## src/hdl/adsr_pkg.sv

```systemverilog
`default_nettype none
// ----------------------------------------------------------------------------
// adsr_pkg: shared types and constants of the ADSR envelope shaper
// Segment codes, configuration register indexes and fixed field widths.
// ----------------------------------------------------------------------------
package adsr_pkg;

  localparam int SAMPLE_W  = 16;
  localparam int CFG_IDX_W = 3;

  typedef enum logic [1:0] {
    SEG_ATTACK  = 2'd0,
    SEG_DECAY   = 2'd1,
    SEG_SUSTAIN = 2'd2,
    SEG_RELEASE = 2'd3
  } seg_t;

  typedef enum logic [CFG_IDX_W-1:0] {
    CFG_ATTACK_LEN    = 3'd0,
    CFG_ATTACK_STEP   = 3'd1,
    CFG_DECAY_LEN     = 3'd2,
    CFG_DECAY_STEP    = 3'd3,
    CFG_SUSTAIN_LEN   = 3'd4,
    CFG_SUSTAIN_LEVEL = 3'd5,
    CFG_RELEASE_STEP  = 3'd6
  } cfg_idx_t;

  typedef struct packed {
    logic valid;
    logic stall;
  } beat_ctl_t;

endpackage : adsr_pkg
`default_nettype wire

```

## src/hdl/adsr_front.sv

```systemverilog
`default_nettype none
// ----------------------------------------------------------------------------
// adsr_front: configuration registers, sample counter and envelope level
// Classifies each input beat into its segment, picks the level it is scaled
// by and advances the envelope state; pushes the beat toward the back end.
// ----------------------------------------------------------------------------
module adsr_front #(
  parameter int COUNT_BITS      = 24,
  parameter int LEVEL_FRAC_BITS = 16,
  parameter int CFG_W           = 24,
  parameter int ENTRY_W         = 35
) (
  input  wire logic                                clk,
  input  wire logic                                rst_n,
  input  wire logic                                cfg_valid,
  input  wire logic [adsr_pkg::CFG_IDX_W-1:0]      cfg_index,
  input  wire logic [CFG_W-1:0]                    cfg_data,
  input  wire logic                                in_valid,
  input  wire logic signed [adsr_pkg::SAMPLE_W-1:0] in_sample,
  input  wire logic                                in_restart,
  output adsr_pkg::beat_ctl_t                      push_ctl,
  input  wire logic                                push_stall,
  output logic [ENTRY_W-1:0]                       push_data
);

  localparam int CW = COUNT_BITS + 2;
  localparam int LW = LEVEL_FRAC_BITS + 1;
  localparam logic [LW-1:0] UNITY   = LW'(1) << LEVEL_FRAC_BITS;
  localparam logic [CW-1:0] CNT_MAX = {CW{1'b1}};

  logic [COUNT_BITS-1:0] attack_len_r, decay_len_r, sustain_len_r;
  logic [LW-1:0]         attack_step_r, decay_step_r, sustain_level_r, release_step_r;
  logic [CW-1:0]         cnt_r, cnt_nxt, base_cnt, e1, e2, e3;
  logic [LW-1:0]         lvl_r, lvl_nxt, base_lvl, used, upd;
  logic [LW:0]           add_sum;
  logic [LW-1:0]         atk_cap, dec_cap, sus_cap, rel_cap;
  adsr_pkg::seg_t        seg;
  logic                  accept;

  function automatic logic [LW-1:0] cap_unity(input logic [LW-1:0] v);
    cap_unity = (v > UNITY) ? UNITY : v;
  endfunction

  function automatic logic [LW-1:0] sat_sub(input logic [LW-1:0] a, input logic [LW-1:0] b);
    sat_sub = (b >= a) ? '0 : a - b;
  endfunction

  always_ff @(posedge clk) begin
    if (!rst_n) begin
      attack_len_r    <= '0;
      attack_step_r   <= '0;
      decay_len_r     <= '0;
      decay_step_r    <= '0;
      sustain_len_r   <= '0;
      sustain_level_r <= UNITY;
      release_step_r  <= '0;
    end else if (cfg_valid) begin
      unique case (cfg_index)
        adsr_pkg::CFG_ATTACK_LEN:    attack_len_r    <= cfg_data[COUNT_BITS-1:0];
        adsr_pkg::CFG_ATTACK_STEP:   attack_step_r   <= cfg_data[LW-1:0];
        adsr_pkg::CFG_DECAY_LEN:     decay_len_r     <= cfg_data[COUNT_BITS-1:0];
        adsr_pkg::CFG_DECAY_STEP:    decay_step_r    <= cfg_data[LW-1:0];
        adsr_pkg::CFG_SUSTAIN_LEN:   sustain_len_r   <= cfg_data[COUNT_BITS-1:0];
        adsr_pkg::CFG_SUSTAIN_LEVEL: sustain_level_r <= cfg_data[LW-1:0];
        adsr_pkg::CFG_RELEASE_STEP:  release_step_r  <= cfg_data[LW-1:0];
        default: ;
      endcase
    end
  end

  assign accept   = in_valid && !push_stall;
  assign base_cnt = in_restart ? '0 : cnt_r;
  assign base_lvl = in_restart ? '0 : lvl_r;
  assign e1       = CW'(attack_len_r);
  assign e2       = e1 + CW'(decay_len_r);
  assign e3       = e2 + CW'(sustain_len_r);
  assign atk_cap  = cap_unity(attack_step_r);
  assign dec_cap  = cap_unity(decay_step_r);
  assign sus_cap  = cap_unity(sustain_level_r);
  assign rel_cap  = cap_unity(release_step_r);
  assign add_sum  = {1'b0, base_lvl} + {1'b0, atk_cap};

  always_comb begin
    if (base_cnt < e1) begin
      seg  = adsr_pkg::SEG_ATTACK;
      used = base_lvl;
      upd  = (add_sum > {1'b0, UNITY}) ? UNITY : add_sum[LW-1:0];
    end else if (base_cnt < e2) begin
      seg  = adsr_pkg::SEG_DECAY;
      used = base_lvl;
      upd  = sat_sub(base_lvl, dec_cap);
    end else if (base_cnt < e3) begin
      seg  = adsr_pkg::SEG_SUSTAIN;
      used = sus_cap;
      upd  = sus_cap;
    end else begin
      seg  = adsr_pkg::SEG_RELEASE;
      used = base_lvl;
      upd  = sat_sub(base_lvl, rel_cap);
    end
  end

  assign cnt_nxt = (base_cnt == CNT_MAX) ? base_cnt : base_cnt + CW'(1);
  assign lvl_nxt = upd;

  always_ff @(posedge clk) begin
    if (!rst_n) begin
      cnt_r <= '0;
      lvl_r <= '0;
    end else if (accept) begin
      cnt_r <= cnt_nxt;
      lvl_r <= lvl_nxt;
    end
  end

  assign push_ctl.valid = in_valid;
  assign push_ctl.stall = push_stall;
  assign push_data      = {in_sample, used, seg};

`ifndef SYNTHESIS
  a_level_cap: assert property (@(posedge clk) disable iff (!rst_n) lvl_r <= UNITY)
    else $error("envelope level above unity");
  a_cnt_mono: assert property (@(posedge clk) disable iff (!rst_n)
    (accept && !in_restart) |=> (cnt_r >= $past(cnt_r)))
    else $error("sample counter went backward without restart");
`endif

endmodule : adsr_front
`default_nettype wire

```

## src/hdl/adsr_queue.sv

```systemverilog
`default_nettype none
// ----------------------------------------------------------------------------
// adsr_queue: two-entry queue between front and back end
// Head and tail registers; stall goes high only when both are occupied.
// ----------------------------------------------------------------------------
module adsr_queue #(
  parameter int ENTRY_W = 35
) (
  input  wire logic                 clk,
  input  wire logic                 rst_n,
  input  wire adsr_pkg::beat_ctl_t  push_ctl,
  output logic                      push_stall,
  input  wire logic [ENTRY_W-1:0]   push_data,
  output logic                      pop_valid,
  input  wire logic                 pop_stall,
  output logic [ENTRY_W-1:0]        pop_data
);

  logic [1:0]         fill_r, fill_nxt;
  logic [ENTRY_W-1:0] head_r, tail_r;
  logic               push, pop;

  assign push_stall = (fill_r == 2'd2);
  assign push       = push_ctl.valid && !push_ctl.stall;
  assign pop        = pop_valid && !pop_stall;
  assign pop_valid  = (fill_r != 2'd0);
  assign pop_data   = head_r;

  always_comb begin
    fill_nxt = fill_r;
    if (push && !pop) begin
      fill_nxt = fill_r + 2'd1;
    end else if (pop && !push) begin
      fill_nxt = fill_r - 2'd1;
    end
  end

  always_ff @(posedge clk) begin
    if (!rst_n) begin
      fill_r <= '0;
    end else begin
      fill_r <= fill_nxt;
    end
  end

  always_ff @(posedge clk) begin
    if (fill_r == 2'd2) begin
      if (pop) begin
        head_r <= tail_r;
      end
    end else if (fill_r == 2'd1) begin
      if (push && pop) begin
        head_r <= push_data;
      end else if (push) begin
        tail_r <= push_data;
      end
    end else if (push) begin
      head_r <= push_data;
    end
  end

`ifndef SYNTHESIS
  a_fill_bound: assert property (@(posedge clk) disable iff (!rst_n) fill_r <= 2'd2)
    else $error("queue fill count out of range");
  a_full_hold: assert property (@(posedge clk) disable iff (!rst_n)
    (fill_r == 2'd2 && !pop) |=> (fill_r == 2'd2))
    else $error("full queue lost an entry without a pop");
`endif

endmodule : adsr_queue
`default_nettype wire

```

## src/hdl/adsr_back.sv

```systemverilog
`default_nettype none
// ----------------------------------------------------------------------------
// adsr_back: scaling of a sample by its envelope level
// Signed multiply, floor shift, clamp to 16 bits, then the output register.
// ----------------------------------------------------------------------------
module adsr_back #(
  parameter int LEVEL_FRAC_BITS = 16,
  parameter int ENTRY_W         = 35
) (
  input  wire logic                                  clk,
  input  wire logic                                  rst_n,
  input  wire logic                                  pop_valid,
  output logic                                       pop_stall,
  input  wire logic [ENTRY_W-1:0]                    pop_data,
  output logic                                       out_valid,
  input  wire logic                                  out_stall,
  output logic signed [adsr_pkg::SAMPLE_W-1:0]       out_shaped,
  output logic [1:0]                                 out_segment
);

  localparam int SW = adsr_pkg::SAMPLE_W;
  localparam int LW = LEVEL_FRAC_BITS + 1;
  localparam int PW = SW + LW + 1;
  localparam logic signed [PW-1:0] OUT_MAX = PW'(32767);
  localparam logic signed [PW-1:0] OUT_MIN = -PW'(32768);

  logic signed [SW-1:0] smp;
  logic [LW-1:0]        lvl;
  logic [1:0]           seg;
  logic signed [PW-1:0] prod, shifted;
  logic signed [SW-1:0] clamped;
  logic                 out_valid_r, out_valid_nxt, load;
  logic signed [SW-1:0] shaped_r;
  logic [1:0]           segment_r;

  assign smp = pop_data[ENTRY_W-1 -: SW];
  assign lvl = pop_data[LW+1:2];
  assign seg = pop_data[1:0];

  assign prod    = PW'(smp) * $signed({1'b0, lvl});
  assign shifted = prod >>> LEVEL_FRAC_BITS;

  always_comb begin
    if (shifted > OUT_MAX) begin
      clamped = OUT_MAX[SW-1:0];
    end else if (shifted < OUT_MIN) begin
      clamped = OUT_MIN[SW-1:0];
    end else begin
      clamped = shifted[SW-1:0];
    end
  end

  assign pop_stall     = out_valid_r && out_stall;
  assign load          = pop_valid && !pop_stall;
  assign out_valid_nxt = load ? 1'b1 : (out_stall ? out_valid_r : 1'b0);

  always_ff @(posedge clk) begin
    if (!rst_n) begin
      out_valid_r <= 1'b0;
    end else begin
      out_valid_r <= out_valid_nxt;
    end
  end

  always_ff @(posedge clk) begin
    if (load) begin
      shaped_r  <= clamped;
      segment_r <= seg;
    end
  end

  assign out_valid   = out_valid_r;
  assign out_shaped  = shaped_r;
  assign out_segment = segment_r;

`ifndef SYNTHESIS
  a_load_free: assert property (@(posedge clk) disable iff (!rst_n)
    load |-> (!out_valid_r || !out_stall))
    else $error("output register overwritten while stalled");
`endif

endmodule : adsr_back
`default_nettype wire

```

## src/hdl/adsr_envelope_shaper.sv

```systemverilog
`default_nettype none
// ----------------------------------------------------------------------------
// adsr_envelope_shaper: linear ADSR envelope applied to an audio stream
// Front end tracks segment and level, a two-entry queue decouples it from
// the back end, which scales and clamps each sample.
// ----------------------------------------------------------------------------
//  channel | direction | handshake          | payload
//  --------+-----------+--------------------+------------------------------
//  in_     | input     | in_valid/in_stall  | in_sample, in_restart
//  out_    | output    | out_valid/out_stall| out_shaped, out_segment
//  cfg_    | input     | cfg_valid/cfg_ready| cfg_index, cfg_data
//
//  One beat per cycle sustained while out_stall is low; an accepted beat is
//  registered in the queue, then goes through the multiplier to the out reg.
//  The state update (counter compare and level add) is combinational.
//  Reset is synchronous; it clears the queue, output valid, count and level.
//  Output stall backs up the queue; in_stall rises once both entries fill.
//  cfg_ready is always high.
// ----------------------------------------------------------------------------
module adsr_envelope_shaper #(
  parameter int COUNT_BITS      = 24,
  parameter int LEVEL_FRAC_BITS = 16,
  localparam int CFG_W = (COUNT_BITS > LEVEL_FRAC_BITS + 1) ? COUNT_BITS
                                                           : LEVEL_FRAC_BITS + 1
) (
  input  wire logic                                  clk,
  input  wire logic                                  rst_n,
  input  wire logic                                  cfg_valid,
  output logic                                       cfg_ready,
  input  wire logic [adsr_pkg::CFG_IDX_W-1:0]        cfg_index,
  input  wire logic [CFG_W-1:0]                      cfg_data,
  input  wire logic                                  in_valid,
  output logic                                       in_stall,
  input  wire logic signed [adsr_pkg::SAMPLE_W-1:0]  in_sample,
  input  wire logic                                  in_restart,
  output logic                                       out_valid,
  input  wire logic                                  out_stall,
  output logic signed [adsr_pkg::SAMPLE_W-1:0]       out_shaped,
  output logic [1:0]                                 out_segment
);

  localparam int ENTRY_W = adsr_pkg::SAMPLE_W + LEVEL_FRAC_BITS + 1 + 2;

  adsr_pkg::beat_ctl_t push_ctl;
  logic                push_stall;
  logic [ENTRY_W-1:0]  push_data;
  logic                pop_valid, pop_stall;
  logic [ENTRY_W-1:0]  pop_data;

  assign cfg_ready = 1'b1;
  assign in_stall  = push_stall;

  adsr_front #(
    .COUNT_BITS      (COUNT_BITS),
    .LEVEL_FRAC_BITS (LEVEL_FRAC_BITS),
    .CFG_W           (CFG_W),
    .ENTRY_W         (ENTRY_W)
  ) u_front (
    .clk        (clk),
    .rst_n      (rst_n),
    .cfg_valid  (cfg_valid && cfg_ready),
    .cfg_index  (cfg_index),
    .cfg_data   (cfg_data),
    .in_valid   (in_valid),
    .in_sample  (in_sample),
    .in_restart (in_restart),
    .push_ctl   (push_ctl),
    .push_stall (push_stall),
    .push_data  (push_data)
  );

  adsr_queue #(
    .ENTRY_W (ENTRY_W)
  ) u_queue (
    .clk        (clk),
    .rst_n      (rst_n),
    .push_ctl   (push_ctl),
    .push_stall (push_stall),
    .push_data  (push_data),
    .pop_valid  (pop_valid),
    .pop_stall  (pop_stall),
    .pop_data   (pop_data)
  );

  adsr_back #(
    .LEVEL_FRAC_BITS (LEVEL_FRAC_BITS),
    .ENTRY_W         (ENTRY_W)
  ) u_back (
    .clk         (clk),
    .rst_n       (rst_n),
    .pop_valid   (pop_valid),
    .pop_stall   (pop_stall),
    .pop_data    (pop_data),
    .out_valid   (out_valid),
    .out_stall   (out_stall),
    .out_shaped  (out_shaped),
    .out_segment (out_segment)
  );

endmodule : adsr_envelope_shaper
`default_nettype wire
```

## config.mk

```make
export PLATFORM = sky130hd
export DESIGN_NAME = adsr_envelope_shaper
export DESIGN_NICKNAME = d
export VERILOG_FILES = /design/src/hdl/adsr_pkg.sv /design/src/hdl/adsr_front.sv /design/src/hdl/adsr_queue.sv /design/src/hdl/adsr_back.sv /design/src/hdl/adsr_envelope_shaper.sv
export SDC_FILE = /design/constraint.sdc
export NUM_CORES = 2
export LEC_CHECK = 0
export BUFFER_PORTS_ARGS = -buffer_cell sky130_fd_sc_hd__clkbuf_2
export CORE_MARGIN = 3
export CORE_UTILIZATION = 65
export CTS_CLUSTER_SIZE = 24
export DETAILED_ROUTE_END_ITERATION = 6
export GPL_TIMING_DRIVEN = 1
export PLACE_DENSITY = 0.85
export SKIP_LAST_GASP = 1
export SYNTH_ARGS = -nofsm -noshare
export SYNTH_HDL_FRONTEND = slang
export SYNTH_SLANG_ARGS = --single-unit
```

## constraint.sdc

```tcl
create_clock -name clk -period 9.4 [get_ports clk]
set_input_delay 1.41 -clock clk [delete_from_list [all_inputs] [get_ports clk]]
set_output_delay 1.41 -clock clk [all_outputs]
set_load 0.05 [all_outputs]
```

# --- Yosys cells after proc, flatten, opt, wreduce, memory -nomap -nowiden ---
# Cells that the tools add are included.
op_classes:
  add_sub_neg: 8
  n_mul: 1
  n_lt_le_gt_ge: 12
  eq_ne: 12
  muxes: 29
  n_bitwise: 2
  n_reduce_logical: 23
ops:
  columns: ["cell", "n"]
  rows:
  - ["$mux 17", 14]
  - ["$mux 35", 5]
  - ["$gt 17x17->1 const B", 4]
  - ["$lt 26x26->1", 2]
  - ["$mux 26", 2]
  - ["$ge 17x17->1", 2]
  - ["$mul 16x18->34", 1]
  - ["$sub 17x17->17", 2]
  - ["$add 26x1->26 const B", 1]
  - ["$add 26x24->26", 1]
  - ["$eq 26x26->1 const B", 1]
  - ["$lt 26x24->1", 1]
  - ["$add 24x24->25", 1]
  - ["$add 17x17->18", 1]
  - ["$gt 18x16->1 const B", 1]
  - ["$gt 18x17->1 const B", 1]
  - ["$lt 18x16->1 const B", 1]
  - ["$mux 16", 1]
  - ["$reduce_and 2->1", 7]
  - ["$eq 3x3->1 const B", 3]
  - ["$mux 2", 4]
  - ["$eq 3x2->1 const B", 2]
  - ["$logic_and 1x1->1", 6]
  - ["$logic_not 1->1", 4]
  - ["other kinds (14)", 19]
word_totals:
  regBits: 274
  in_bits: 49
  output_inout_bits: 21
  elab_cells: 102

# --- Logic depth before layout (Yosys ltp) ---
depth:
  word_depth: 9
  depth_mapped: 30
  mapped_depth_nobuf: 29

# --- Modules after synthesis ---
# Synthesis repeated with hierarchy kept, for this count alone.
hier_totals:
  hier_cells: 3272
  area_unflattened_um2: 27853.0
by_module_without_submodules:
  columns: ["mod", "instances", "cells_per_inst", "area_per_inst_um2", "seq_area_each_um2"]
  rows:
  - ["adsr_front", 1, 2017, 15118.2, 3663.5]
  - ["adsr_back", 1, 1119, 9982.1, 560.5]
  - ["adsr_queue", 1, 134, 2741.4, 2142.1]
  - ["adsr_envelope_shaper", 1, 2, 11.3, 0.0]

# --- Worst setup path before layout ---
# Ideal clock, no wire load.
synth_timing:
  kind: "flip-flop to flip-flop"
  start: "reg u_queue.head_r[28], in the netlist u_queue.pop_data[28]"
  end: "reg u_back.shaped_r[0], in the netlist u_back.out_shaped[0], data pin"
  setup_ns: 0.265
  t_arrival_ns: 6.292
  t_required_ns: 9.135
  path_slack_ns: 2.843
  path_stages_with_launch: 26
  path_buffers: 3
  period_less_slack_ns: 6.557
  path_cell_list: "edfxtp_1 clkbuf_1 clkbuf_1 nand2_1 fa_1 inv_1 fa_1 inv_1 fa_1 inv_1 fa_1 fa_1 inv_1 fa_1 inv_1 ha_1 o21ai_0 o21bai_1 or4_1 o21ai_2 o31ai_4 a31o_2 o22a_2 a21oi_2 buf_4 a21oi_1"
synth_via:
  elab_chain_cells: 3
  elab_cells_between_ends: 4
  classes_between: "mul (1); order compare (2); mux (1)"
synth_lines:
  columns: ["item", "line_no", "text"]
  rows:
  - ["start: declaration", "adsr_queue.sv:20", "logic [ENTRY_W-1:0] head_r, tail_r;"]
  - ["start signal: assignment", "adsr_queue.sv:49", "head_r <= tail_r;"]
  - ["start signal: assignment", "adsr_queue.sv:53", "head_r <= push_data;"]
  - ["start signal: assignment", "adsr_queue.sv:58", "head_r <= push_data;"]
  - ["$mul 16x18->34 *", "adsr_back.sv:40", "assign prod = PW'(smp) * $signed({1'b0, lvl});"]
  - ["$lt 18x16->1", "adsr_back.sv:46", "end else if (shifted < OUT_MIN) begin"]
  - ["$mux 16", "adsr_back.sv:46", null]
  - ["end signal: assignment", "adsr_back.sv:67", "shaped_r <= clamped;"]
  - ["end: declaration", "adsr_back.sv:33", "logic signed [SW-1:0] shaped_r;"]
# Every way passes the cells marked *; elsewhere a longest branch is shown, timed or not.
# A chain may end at the register's enable or synchronous reset.

# --- Final worst setup path ---
layout_timing:
  start: "reg u_front.decay_len_r[0]"
  end: "reg u_queue.head_r[3], in the netlist u_queue.pop_data[3], data pin"
layout_via:
  elab_chain_cells: 9
  elab_cells_between_ends: 11
  classes_between: "add/sub (2); order compare (2); mux (7)"
layout_lines:
  columns: ["item", "line_no", "text"]
  rows:
  - ["start: declaration", "adsr_front.sv:31", "logic [COUNT_BITS-1:0] attack_len_r, decay_len_r, sustain_len_r;"]
  - ["start signal: assignment", "adsr_front.sv:61", "adsr_pkg::CFG_DECAY_LEN: decay_len_r <= cfg_data[COUNT_BITS-1:0];"]
  - ["$add 24x24->25 *", "adsr_front.sv:75", "assign e2 = e1 + CW'(decay_len_r);"]
  - ["$add 26x24->26", "adsr_front.sv:76", "assign e3 = e2 + CW'(sustain_len_r);"]
  - ["$lt 26x26->1", "adsr_front.sv:92", "end else if (base_cnt < e3) begin"]
  - ["$mux 17", "adsr_front.sv:92", null]
  - ["$mux 17 *", "adsr_front.sv:88", "end else if (base_cnt < e2) begin"]
  - ["$mux 17 *", "adsr_front.sv:84", "if (base_cnt < e1) begin"]
  - ["named net push_data[3]", "adsr_envelope_shaper.sv:46", "logic [ENTRY_W-1:0] push_data;"]
  - ["$mux 35 (on tied branches)", "adsr_queue.sv:57, adsr_queue.sv:52", null]
  - ["$mux 35 *", "adsr_queue.sv:51", "end else if (fill_r == 2'd1) begin"]
  - ["$mux 35 *", "adsr_queue.sv:47", "if (fill_r == 2'd2) begin"]
# Mark *: on every way through the listed nets, which the timed path passes. The rest lies on a longest branch. The select of a mux whose other input is x is not followed.

==> summary.md <==
| Metric | Value |
|---|---|
| Portion of netlist area occupied by mux cells | `under 10%` |
| Floorplan die width | `211 um` |
| Floorplan die height | `between 200 and 250 um` |
| Maximum clock frequency | `130 MHz` |
| Wire per inst | `between 20 and 25 um` |
| Remaining number of nets flagged by the antenna check after routing | `0` |
| Post-route setup TNS | `0 ns` |
| Critical path required time | `9.74 ns` |
| Async set-or-reset flop fraction in the synthesized netlist | `0%` |
| Arrival time of the worst setup path | `roughly 8 ns` |
| M1 wire length | `around 31 mm` |
| Total setup violations reported at the end of the flow | `0` |
| Main flop type after synthesis | `dfxtp_1` |
| Share of the synthesized netlist area taken by xor and xnor gates | `4.00%` |
| Rows | `74` |
| Post-route clock period utilization | `around 82%` |
| Detailed-routed wire length on met3 | `6.57 mm` |
| Net count of the mapped netlist | `3723` |
| Clock tree from TritonCTS | `built` |
| Max-slew violation total from the final report | `0` |
| Layout-stage area growth over the synthesis result | `6.04%` |
| Flip-flop and latch count after synthesis | `~270` |
| DRC violation count after routing | `0` |
| # clock sinks | `roughly 270` |
| Synthesized-area fraction occupied by adder cells | `around 29%` |
| Relative slew slack | `a little under a quarter` |
| Post-layout minimum cycle time | `approximately 7.7 ns` |
| Tot GR Track Use | `34.1%` |
| Maximum number of pins on one net before global-route repair | `124` |
| Setup repair after global routing missed its margin | `false` |
| GP Congestion | `1.04` |
| Combinational family with the most area after synthesis | `adder cells` |
| Number of vias per cell after detailed routing | `between 6 and 7` |
| # IOs | `70` |
| Post-synthesis compound-gate area fraction | `16.3%` |
| Maximum level of the CTS H-tree | `1` |
| Core region area | `approximately 40000 um^2` |
| Number of buffers inserted by post-CTS setup repair | `0` |
| Element type at the critical path end | `flip-flop` |
| Final Hold Vio Count | `0` |
| Outcome | `finished, final reports clean` |
| Number of optimization iterations in the first detailed-route pass | `7` |
| Synthesized area per cell | `approximately 8.7 um^2` |
| Cts hold-fix bufs | `0` |
| Number of nets at the end of the flow | `approximately 3.7k` |
| Mapped cell area | `roughly 27000 um^2` |
| Sort of element at the start of the critical path | `flip-flop` |
| Setup Crit Path Kind | `reg2reg` |
| CTS Buf Count | `31` |
| Clock Root Buffer | `clkbuf_16` |
| Clk pin slew, worst setup/hold paths | `around 0.07 ns` |
| Clk buf depth | `3` |
| Count of flip-flops with a built-in enable after synthesis | `88` |
| Final wirelength | `76.1 mm` |
| Worst hold path type | `reg2reg` |
| Number of cells upsized or downsized after cts | `0` |
| Effective utilization at floorplan | `between 60% and 70%` |
| Transition time at the pin with the least slew margin | `between 1 and 1.5 ns` |
| Synth Area in Simple Gates | `roughly a fifth` |
| Post-synthesis cell count | `about 3.2k` |
| Wire length of the first global-routing pass | `121 mm` |
| PortBufs | `around 70` |
| GRT Residual Overflow | `0` |
| Clock latency of the later-clocked register in the worst-skew pair | `0.59 ns` |
| Total length of routed met2 wires | `~35 mm` |
| Detailed placer's ending HPWL | `59.3 mm` |
| Fraction of layout cells with a size suffix above 1 | `6.94%` |
| Detailed-route via count | `23.0k` |
| Detailed Route Iter0 Violations | `about 2.3k` |
| Seq/Total Area, Yosys | `a little under a quarter` |
| Largest fanout of any net on the critical path | `31` |
| Die Footprint | `between 40000 and 50000 um^2` |
| Post-route clock skew | `0.0212 ns` |
| Via count of the first global-routing pass | `23.1k` |
| Highest metal used | `met4` |
| Number of fill cells in the layout | `3191` |
| Number of antenna violations at the first check in global routing | `0` |
| Unique masters post-synth | `90` |
| Maxcap violations | `0` |
| YS warnings | `0` |
==> registers in the layout (all words and copies together), names as in the netlist <==
| name | cells |
|---|---|
| u_front.attack_step_r | 17 |
| u_front.attack_len_r | 24 |
| u_front.decay_step_r | 17 |
| u_back.out_shaped | 16 |
| u_front.decay_len_r | 24 |
| u_queue.tail_r | 35 |
| u_front.cnt_r | 26 |
| u_front.sustain_len_r | 24 |
| u_back.out_valid | 1 |
| u_queue.fill_r | 2 |
| u_queue.pop_data | 35 |
| u_front.release_step_r | 17 |
| u_back.out_segment | 2 |
| u_front.lvl_r | 17 |
| u_front.sustain_level_r | 17 |
==> metal layers <==
metal | global-route usage (%) | vias up
met2 | 55.0 | 1070
met4 | 14.0 | 0
met1 | 46.4 | 11000
met5 | 0 | -
met3 | 5.28 | 231
li1 | - | 10700
==> stage by stage <==
stage / std cells / setup slack [ns] / cell area (um^2) / hold WS [ns] / util [%]
final: 3718 / 1.72 / 29100 / 0.472 / 70.5
after global routing: 3717 / 1.27 / 29100 / 0.483 / 70.5
after CTS: 3717 / 1.91 / 29100 / 0.474 / 70.5
after detailed placement: 3661 / 1.93 / 28100 / 0.464 / 68.1
after global placement: 3661 / 2.16 / 28100 / 0.459 / 68.1
after floorplan: 3164 / 2.84 / 27400 / 0.400 / -
==> layout make-up <==
type                       count  area, um^2  area share (%)
inverter                     344        1290            4.44
clock buffer                  43         871            3.00
antenna                        1        2.50         0.00861
multi-input combinational   2428       19300            66.4
clock inverter                13         111           0.383
timing repair buffer          83         455            1.57
tap                          532         666            2.29
sequential                   274        6370            21.9
==> placed cells by master, fill, tap and decap left out, types with 77 or more instances in the layout <==
master    instances
edfxtp_1         88
dfxtp_1         186
inv_1           343
a21oi_1         122
o21ai_0          77
nor2b_1          78
nor2_1          106
fa_1            212
nand2_1         555
and2_1          157
a21boi_0        141
ha_1            297
==> logic make-up (layout without fill, tap and decap cells) <==
| group | after synthesis | after routing |
|---|---|---|
| other | 1 | 2 |
| buffers and inverters | 462 | 483 |
| multiplexers | 37 | 37 |
| AND/OR/NAND/NOR | 1117 | 1117 |
| flip-flops | 274 | 274 |
| AO/OA/AOI/OAI | 638 | 638 |
| adder cells (fa/ha/maj) | 510 | 510 |
| XOR/XNOR | 125 | 125 |
==> cell usage after synthesis, drive strengths merged, types with 33 or more instances <==
library cell  number  share of area (%)
nand2            555                7.6
inv              344                4.7
ha               298                 14
fa               212                 15
dfxtp            186                 14
and2             157                3.6
a21boi           143                3.9
a21oi            124                2.3
nor2             107                1.5
clkbuf           104                1.4
edfxtp            88                9.6
o21ai             83                1.5
nor2b             78                1.8
xnor2             74                2.4
xor2              51                1.6
a21o              50                1.4
nand3             45               0.82
mux2              36                1.5
nand2b            33               0.75
==> worst max-delay path, cell delays in order (launching register included) <==
cell and delay [ns]:
dfxtp_1 0.32, ha_1 0.22, fa_1 0.43, a211o_1 0.30, a21oi_1 0.19, o31ai_1 0.13, or2_2 0.32, a21o_1 0.18
a21o_1 0.18, xnor2_1 0.14, ha_1 0.40, nand2_1 0.11, or3_1 0.32, o31ai_1 0.40, a21oi_1 0.18, a311oi_1 0.33
o21ai_0 0.18, a21oi_1 0.23, o21ai_0 0.12, ha_1 0.32, nand4_1 0.12, nor4_1 0.11, a221oi_1 0.29, o211ai_1 0.23
nor2_1 0.50, and3_4 0.51, mux2_2 0.40, mux2_2 0.26
==> final timing paths <==
check / end / depth (start not counted) / slack, ns / from
worst min register to register: u_front.sustain_len_r[14] / 2 / 0.47 / u_front.sustain_len_r[14]
worst min-delay path: u_front.sustain_len_r[14] / 2 / 0.47 / u_front.sustain_len_r[14]
worst max register to register: u_queue.pop_data[3] / 27 / 1.72 / u_front.decay_len_r[0]
worst max-delay path: u_queue.pop_data[3] / 27 / 1.72 / u_front.decay_len_r[0]
Power is not shown: default switching activity piles up to over one toggle a cycle in this logic, so the estimate is an artifact.
